[src/rtl/fvc_pkg.sv]
// Shared types, constants and tables for the target-following speed command block.
package fvc_pkg;

  typedef struct packed {
    logic signed [15:0] target_x;
    logic signed [15:0] target_y;
    logic signed [15:0] goal_x;
    logic signed [15:0] goal_y;
    logic signed [15:0] robot_x;
    logic signed [15:0] robot_y;
    logic               tracking_enabled;
  } in_t;

  typedef struct packed {
    logic signed [15:0] lin_x;
    logic signed [15:0] lin_y;
    logic signed [15:0] ang_z;
    logic [1:0]         mode;
  } out_t;

  // register indexes
  localparam logic [1:0] REG_STOP_DIST   = 2'd0;
  localparam logic [1:0] REG_MAX_LIN_VEL = 2'd1;
  localparam logic [1:0] REG_MAX_ANG_VEL = 2'd2;

  // status codes
  localparam logic [1:0] MODE_TRACK = 2'd0;
  localparam logic [1:0] MODE_CLOSE = 2'd1;
  localparam logic [1:0] MODE_IDLE  = 2'd2;

  localparam int PI_Q16     = 205887;
  localparam int LN2_Q16    = 45426;
  localparam int OFFSET_Q16 = 19661;
  localparam int GAUSS_C    = 83664;
  localparam int CLOSE_ANG  = 6553;
  localparam int SAT_W      = 1638404;   // e > 5.0 once (u^2+half)>>16 exceeds this
  localparam int NUM_ITER   = 16;
  localparam int NUM_TERMS  = 12;

  // ceiling reciprocals 2^32/n rounded up; quotient is exact or one high
  localparam longint unsigned RECIP5  = 64'd858993460;
  localparam longint unsigned RECIP13 = 64'd330382100;

  // pipeline stage indexes (stage 0 is the first register after the input)
  localparam int LAT       = 44;
  localparam int CORD_IDX  = 16;
  localparam int ANG_IDX   = 19;
  localparam int ANG_DLY   = LAT - ANG_IDX;
  localparam int KS_DEPTH  = NUM_TERMS * 3 + 2;

  typedef struct packed {
    logic signed [32:0] x;
    logic signed [32:0] y;
    logic signed [19:0] z;
  } cordic_t;

  typedef struct packed {
    logic [30:0] term;
    logic [31:0] sum;
    logic [15:0] r;
  } exp_t;

  typedef struct packed {
    logic track;
    logic tx_pos;
    logic ty_neg;
    logic ang_zero;
    logic cmd_zero;
  } meta_t;

  typedef struct packed {
    logic signed [15:0] az_close;
    logic [14:0]        wmag;
    logic               wneg;
  } ang_t;

  function automatic logic [19:0] atan_q16(input int i);
    logic [19:0] v;
    case (i)
      0:  v = 20'd51472;
      1:  v = 20'd30385;
      2:  v = 20'd16055;
      3:  v = 20'd8150;
      4:  v = 20'd4091;
      5:  v = 20'd2047;
      6:  v = 20'd1024;
      7:  v = 20'd512;
      8:  v = 20'd256;
      9:  v = 20'd128;
      10: v = 20'd64;
      11: v = 20'd32;
      12: v = 20'd16;
      13: v = 20'd8;
      14: v = 20'd4;
      15: v = 20'd2;
      default: v = 20'd0;
    endcase
    return v;
  endfunction

endpackage

[src/rtl/fvc_cordic_cell.sv]
// One vectoring CORDIC iteration with its own output register.
module fvc_cordic_cell #(
  parameter int Iter = 0
) (
  input  logic              clk,
  input  logic              en,
  input  fvc_pkg::cordic_t  cin,
  output fvc_pkg::cordic_t  cout
);

  logic signed [32:0] xs;
  logic signed [32:0] ys;
  logic signed [19:0] step;

  assign xs   = cin.x >>> Iter;
  assign ys   = cin.y >>> Iter;
  assign step = signed'(fvc_pkg::atan_q16(Iter));

  always_ff @(posedge clk) begin
    if (en) begin
      if (cin.y > 0) begin
        cout.x <= cin.x + ys;
        cout.y <= cin.y - xs;
        cout.z <= cin.z + step;
      end else begin
        cout.x <= cin.x - ys;
        cout.y <= cin.y + xs;
        cout.z <= cin.z - step;
      end
    end
  end

endmodule

[config.mk]
export PLATFORM = sky130hd
export DESIGN_NAME = fvc_cordic_cell
export DESIGN_NICKNAME = d
export VERILOG_FILES = /design/src/rtl/fvc_pkg.sv /design/src/rtl/fvc_cordic_cell.sv
export SDC_FILE = /design/constraint.sdc
export NUM_CORES = 1
export LEC_CHECK = 0
export CELL_PAD_IN_SITES_DETAIL_PLACEMENT = 0
export CELL_PAD_IN_SITES_GLOBAL_PLACEMENT = 1
export CORE_UTILIZATION = 35
export CTS_BUF_LIST = sky130_fd_sc_hd__clkbuf_16
export DETAILED_ROUTE_END_ITERATION = 16
export DONT_BUFFER_PORTS = 1
export PLACE_DENSITY = 0.66
export SETUP_SLACK_MARGIN = 0.05
export SYNTH_ARGS = -nofsm -noshare
export SYNTH_HDL_FRONTEND = slang
export SYNTH_SLANG_ARGS = --single-unit
[constraint.sdc]
create_clock -name clk -period 4 [get_ports clk]
set_input_delay 0.8 -clock clk [delete_from_list [all_inputs] [get_ports clk]]
set_output_delay 0.8 -clock clk [all_outputs]
set_load 0.05 [all_outputs]
### Yosys cells after proc, flatten, opt, wreduce, memory -nomap -nowiden

Index checks and enable logic that the tools add are counted.

| cells by class | value |
|---|---|
| $add $sub $neg | 5 |
| multiplexer cells | 1 |
| $lt $le $gt $ge | 1 |

Operators with widths:

| cell | count |
|---|---|
| $mux 86 | 1 |
| $sub 33x33->33 | 2 |
| $add 33x33->33 | 1 |
| $gt 33x1->1 const B | 1 |
| $add 20x17->20 const B | 1 |
| $sub 20x17->20 const B | 1 |

| word-level totals | value |
|---|---|
| word-level logic and storage cells | 10 |
| register bits | 86 |
| output and inout bits | 86 |
| input bits | 88 |

### Longest topological paths before layout

| depth | value |
|---|---|
| depth in word-level cells | 2 |
| mapped depth | 18 |
| depth with buffers taken out | 15 |

### Worst setup path after synthesis

Ideal clock, no wire load.

| timing path | value |
|---|---|
| path kind | input port to flip-flop |
| from | input port cin[49] (netlist name) |
| to | register cout[18] (netlist name) (data pin) |
| buffers on the path | 2 |
| library setup time | 0.258 ns |
| required time | 3.742 ns |
| cell stages on the path | 16 |
| setup slack | -0.302 ns |
| arrival | 4.044 ns |
| path through | nor4_1 -> nand4_1 -> nor2_1 -> or2_1 -> clkbuf_1 -> buf_1 -> ha_1 -> nor2b_1 -> o21ai_1 -> a21boi_1 -> o211ai_1 -> a21oi_1 -> or4_1 -> a31o_1 -> a21oi_1 -> xnor2_1 |

| between the ends | value |
|---|---|
| longest elaborated chain between the ends | 2 |

RTL lines:

| item | RTL line | source |
|---|---|---|
| from (decl) | fvc_cordic_cell.sv:7 | `input fvc_pkg::cordic_t cin,` |
| $gt 33x1->1 | fvc_cordic_cell.sv:21 | `if (cin.y > 0) begin` |
| $mux 86 | fvc_cordic_cell.sv:21 |  |
| to (decl) | fvc_cordic_cell.sv:8 | `output fvc_pkg::cordic_t cout` |

No other way between the ends.
A chain may end at the register's enable or synchronous reset.

### Final worst setup path

| timing path | value |
|---|---|
| from | input port cin[32] (netlist name) |
| to | register cout[18] (netlist name) (data pin) |

Same word-level chain as after synthesis.

==> results.sh <==
export IMPL_status="complete, no violations"
export IMPL_tritoncts="done"
export IMPL_grt_overflow=0
export IMPL_syn_area_sq_um=8730
export IMPL_initial_utilization=0.358
export IMPL_fin_total_pwr_mw=3.84
export IMPL_drv_slew=0
export IMPL_synth_seq_cells=85
export IMPL_core_region_area_sq_um=24400
export IMPL_dieArea_sq_um=25600
export IMPL_dp_hpwl_mm=22.4
export IMPL_setup_viol=0
export IMPL_synth_warnings=0
export IMPL_cpPeakStageDelay_ps=540
export IMPL_critPathMaxFanout=4
export IMPL_crit_top_cell="a21oi_2"
export IMPL_drive_above_1_share=0.108
export IMPL_io_buffers=0
export IMPL_cts_hold_buffers_added=0
export IMPL_io_pins=174
export IMPL_antenna_left=0
export IMPL_grt_usage=0.219
export IMPL_synth_top_flop_cell="edfxtp_1"
export IMPL_fin_util=0.402
export IMPL_timing_setup_critical_path_class="primary input to flip-flop"
export IMPL_top_regs="cout: 85 flops"
export IMPL_grt_setup_unrepaired="no"
export IMPL_synthXorXnorAreaFrac=0.0753
export IMPL_synth_nets=1225
export IMPL_rows=57
export IMPL_cts_buffers=9
export IMPL_yosys_area_share_adder=0.167
export IMPL_viasPerCell=5.53
export IMPL_power_density_nw_per_um2=391
export IMPL_netlist_instances=1023
export IMPL_crit_chain="nor4_1, nand4_1, buf_4, nor2_1, or2_2, ha_1, nor2b_1, o21ai_2, a21boi_1, o211ai_1, a21oi_2, or4_1, a31o_1, a21oi_2, xnor2_1"
export IMPL_maxSlewHeadroom=0.408
export IMPL_critPathCaptureType="flip-flop"
export IMPL_fmax_ghz=0.266
export IMPL_drc=0
export IMPL_worst_pin_slew_ps=890
export IMPL_nets=1263
export IMPL_cts_sinks=85
export IMPL_yosysUniqueCellTypes=78
export IMPL_largest_register="cout"
export IMPL_final_cell_mix="a21oi_1 (120), ha_1 (110), inv_1 (102), nor2_1 (100), edfxtp_1 (85)"
export IMPL_synth_async_reset_ratio=0
export IMPL_drt_pre_antenna_iters=5
export IMPL_drtIter0Drc=564
export IMPL_cp_start_kind="primary input"
export IMPL_wire_per_inst_um=20.2
export IMPL_synth_top_family_by_area="compound AO/OA/AOI/OAI gates"
export IMPL_final_common_cell="a21oi_1"
export IMPL_grt_max_degree=86
export IMPL_n_antenna_cell=0
export IMPL_ctsRootBufferMaster="clkbuf_16"
export IMPL_vias=7691
export IMPL_fin_crit_ps=3770
export IMPL_critical_path_required_ps=4110
export IMPL_antenna_found_initial=0
export IMPL_slowest_stage="or4_1"
export IMPL_synth_simple_area_share=0.142
export IMPL_grt_pass1_wl_mm=43.2
export IMPL_clk_pin_slew_ps=70
export IMPL_htree_levels=3
export IMPL_synth_seq_area_share=0.293
export IMPL_power_leakage_nw=4.09
export IMPL_ir_drop_v=0.000233
export IMPL_die_height_um=160
export IMPL_synth_compound_area_frac=0.245
export IMPL_synth_mux_area_frac=0.0103
export IMPL_syn_to_final_growth_pct=12.3
export IMPL_syn_avg_cell_area_sq_um=8.53
export IMPL_grt_pass1_vias=7571
export IMPL_worst_ep_arrival_time_ps=3870
export IMPL_finalHoldViolCount=0
export IMPL_hp_class="primary input to flip-flop"
export IMPL_wl_mm=28.1
export IMPL_clockBufferDepth=2
export IMPL_gp_congestion=0.909
export IMPL_cap_violations=0
export IMPL_die_w_um=160
export IMPL_timing_final_crit_share=0.942
export IMPL_largest_reg_flops=85
export IMPL_synth_edf_count=85
-- logic make-up (layout without fill, tap and decap cells) --
logic type                 after synthesis  count (layout)
muxes                                    9               9
DFF                                     85              85
and+or+nand+nor                        259             259
AOI/OAI and AO/OA                      333             333
xor gates and xnor gates                75              75
buffers and inverters                  148             191
adders and majority gates              114             114
-- cells in the mapped netlist, types with 4 or more instances --
| master | n | share of area |
|---|---|---|
| o21ai_0 | 47 | 0.027 |
| nor3_1 | 25 | 0.014 |
| nand3_1 | 10 | 0.0057 |
| buf_2 | 15 | 0.0086 |
| nor2_1 | 100 | 0.043 |
| or4_1 | 4 | 0.0034 |
| inv_1 | 102 | 0.044 |
| a211oi_1 | 14 | 0.012 |
| o211ai_1 | 9 | 0.0077 |
| mux2i_1 | 9 | 0.010 |
| or3_1 | 4 | 0.0029 |
| fa_1 | 4 | 0.0092 |
| a31oi_1 | 9 | 0.0065 |
| nor4_1 | 13 | 0.0093 |
| o21bai_1 | 20 | 0.017 |
| a21o_1 | 20 | 0.017 |
| o221ai_1 | 4 | 0.0040 |
| clkbuf_1 | 17 | 0.0073 |
| nand2_1 | 47 | 0.020 |
| nor2b_1 | 12 | 0.0086 |
| nand4_1 | 16 | 0.011 |
| o31ai_1 | 9 | 0.0077 |
| inv_2 | 4 | 0.0017 |
| o21ai_1 | 24 | 0.014 |
| o2111ai_1 | 4 | 0.0040 |
| buf_1 | 4 | 0.0017 |
| xnor2_1 | 73 | 0.073 |
| or2_2 | 5 | 0.0036 |
| edfxtp_1 | 85 | 0.29 |
| a2111oi_0 | 4 | 0.0040 |
| ha_1 | 110 | 0.16 |
| o21a_1 | 8 | 0.0069 |
| nand2b_1 | 7 | 0.0050 |
| a21oi_1 | 122 | 0.070 |
-- area by class of cell --
cell class | count | area [sq um]
fillers | 2567 | 14600
multi-input cells | 790 | 5600
flip-flops and latches | 85 | 2550
repair buffers | 67 | 503
inverters | 108 | 405
well taps | 324 | 405
clock buffers | 9 | 225
clock inverters | 7 | 106
-- worst paths after layout --
| check | endpoint | slack (ps) | from | depth (start not counted) |
|---|---|---|---|---|
| max | cout[18] | 230 | cin[32] | 15 |
| min | cout[1] | 540 | cin[1] | 0 |
-- per-stage QoR --
stage	instance area [sq um]	std cells	setup TNS, ps	setup slack (ps)	hold slack [ps]
2_1_floorplan	8730	1023	0	61.4	899
3_3_place_gp	9450	1374	-350	-179	899
3_5_place_dp	9450	1374	-227	-147	899
4_1_cts	9780	1390	0	217	525
5_1_grt	9800	1390	0	45.7	523
6_report	9800	1390	0	234	540
-- worst max-delay path: cells and delay by family --
kind	cells	cell delay, ps
AND/OR/NAND/NOR	6	1580
AO/OA/AOI/OAI	6	970
adder cells (fa/ha/maj)	1	240
XOR/XNOR	1	70
buffers and inverters	1	220
-- metal layers --
metal / up-vias / share of wire / routed length (um) / global-route usage
li1: 3748 / - / - / -
met1: 3618 / 0.48 / 13400 / 0.303
met2: 291 / 0.45 / 12700 / 0.351
met3: 34 / 0.054 / 1510 / 0.0377
met4: 0 / 0.017 / 474 / 0.0580
met5: - / 0 / 0 / 0
-- timing repair --
action	4_1_cts	5_1_grt
resized for setup	0	5
setup endpoints to repair	0	1
buffers inserted	0	0
-- where the power goes --
group | internal (mW) | switching, mW
registers | 1.19 | 0.568
clock network | 0.560 | 0.411
logic | 0.452 | 0.652
No activity file was read; power rests on OpenSTA's default activity.
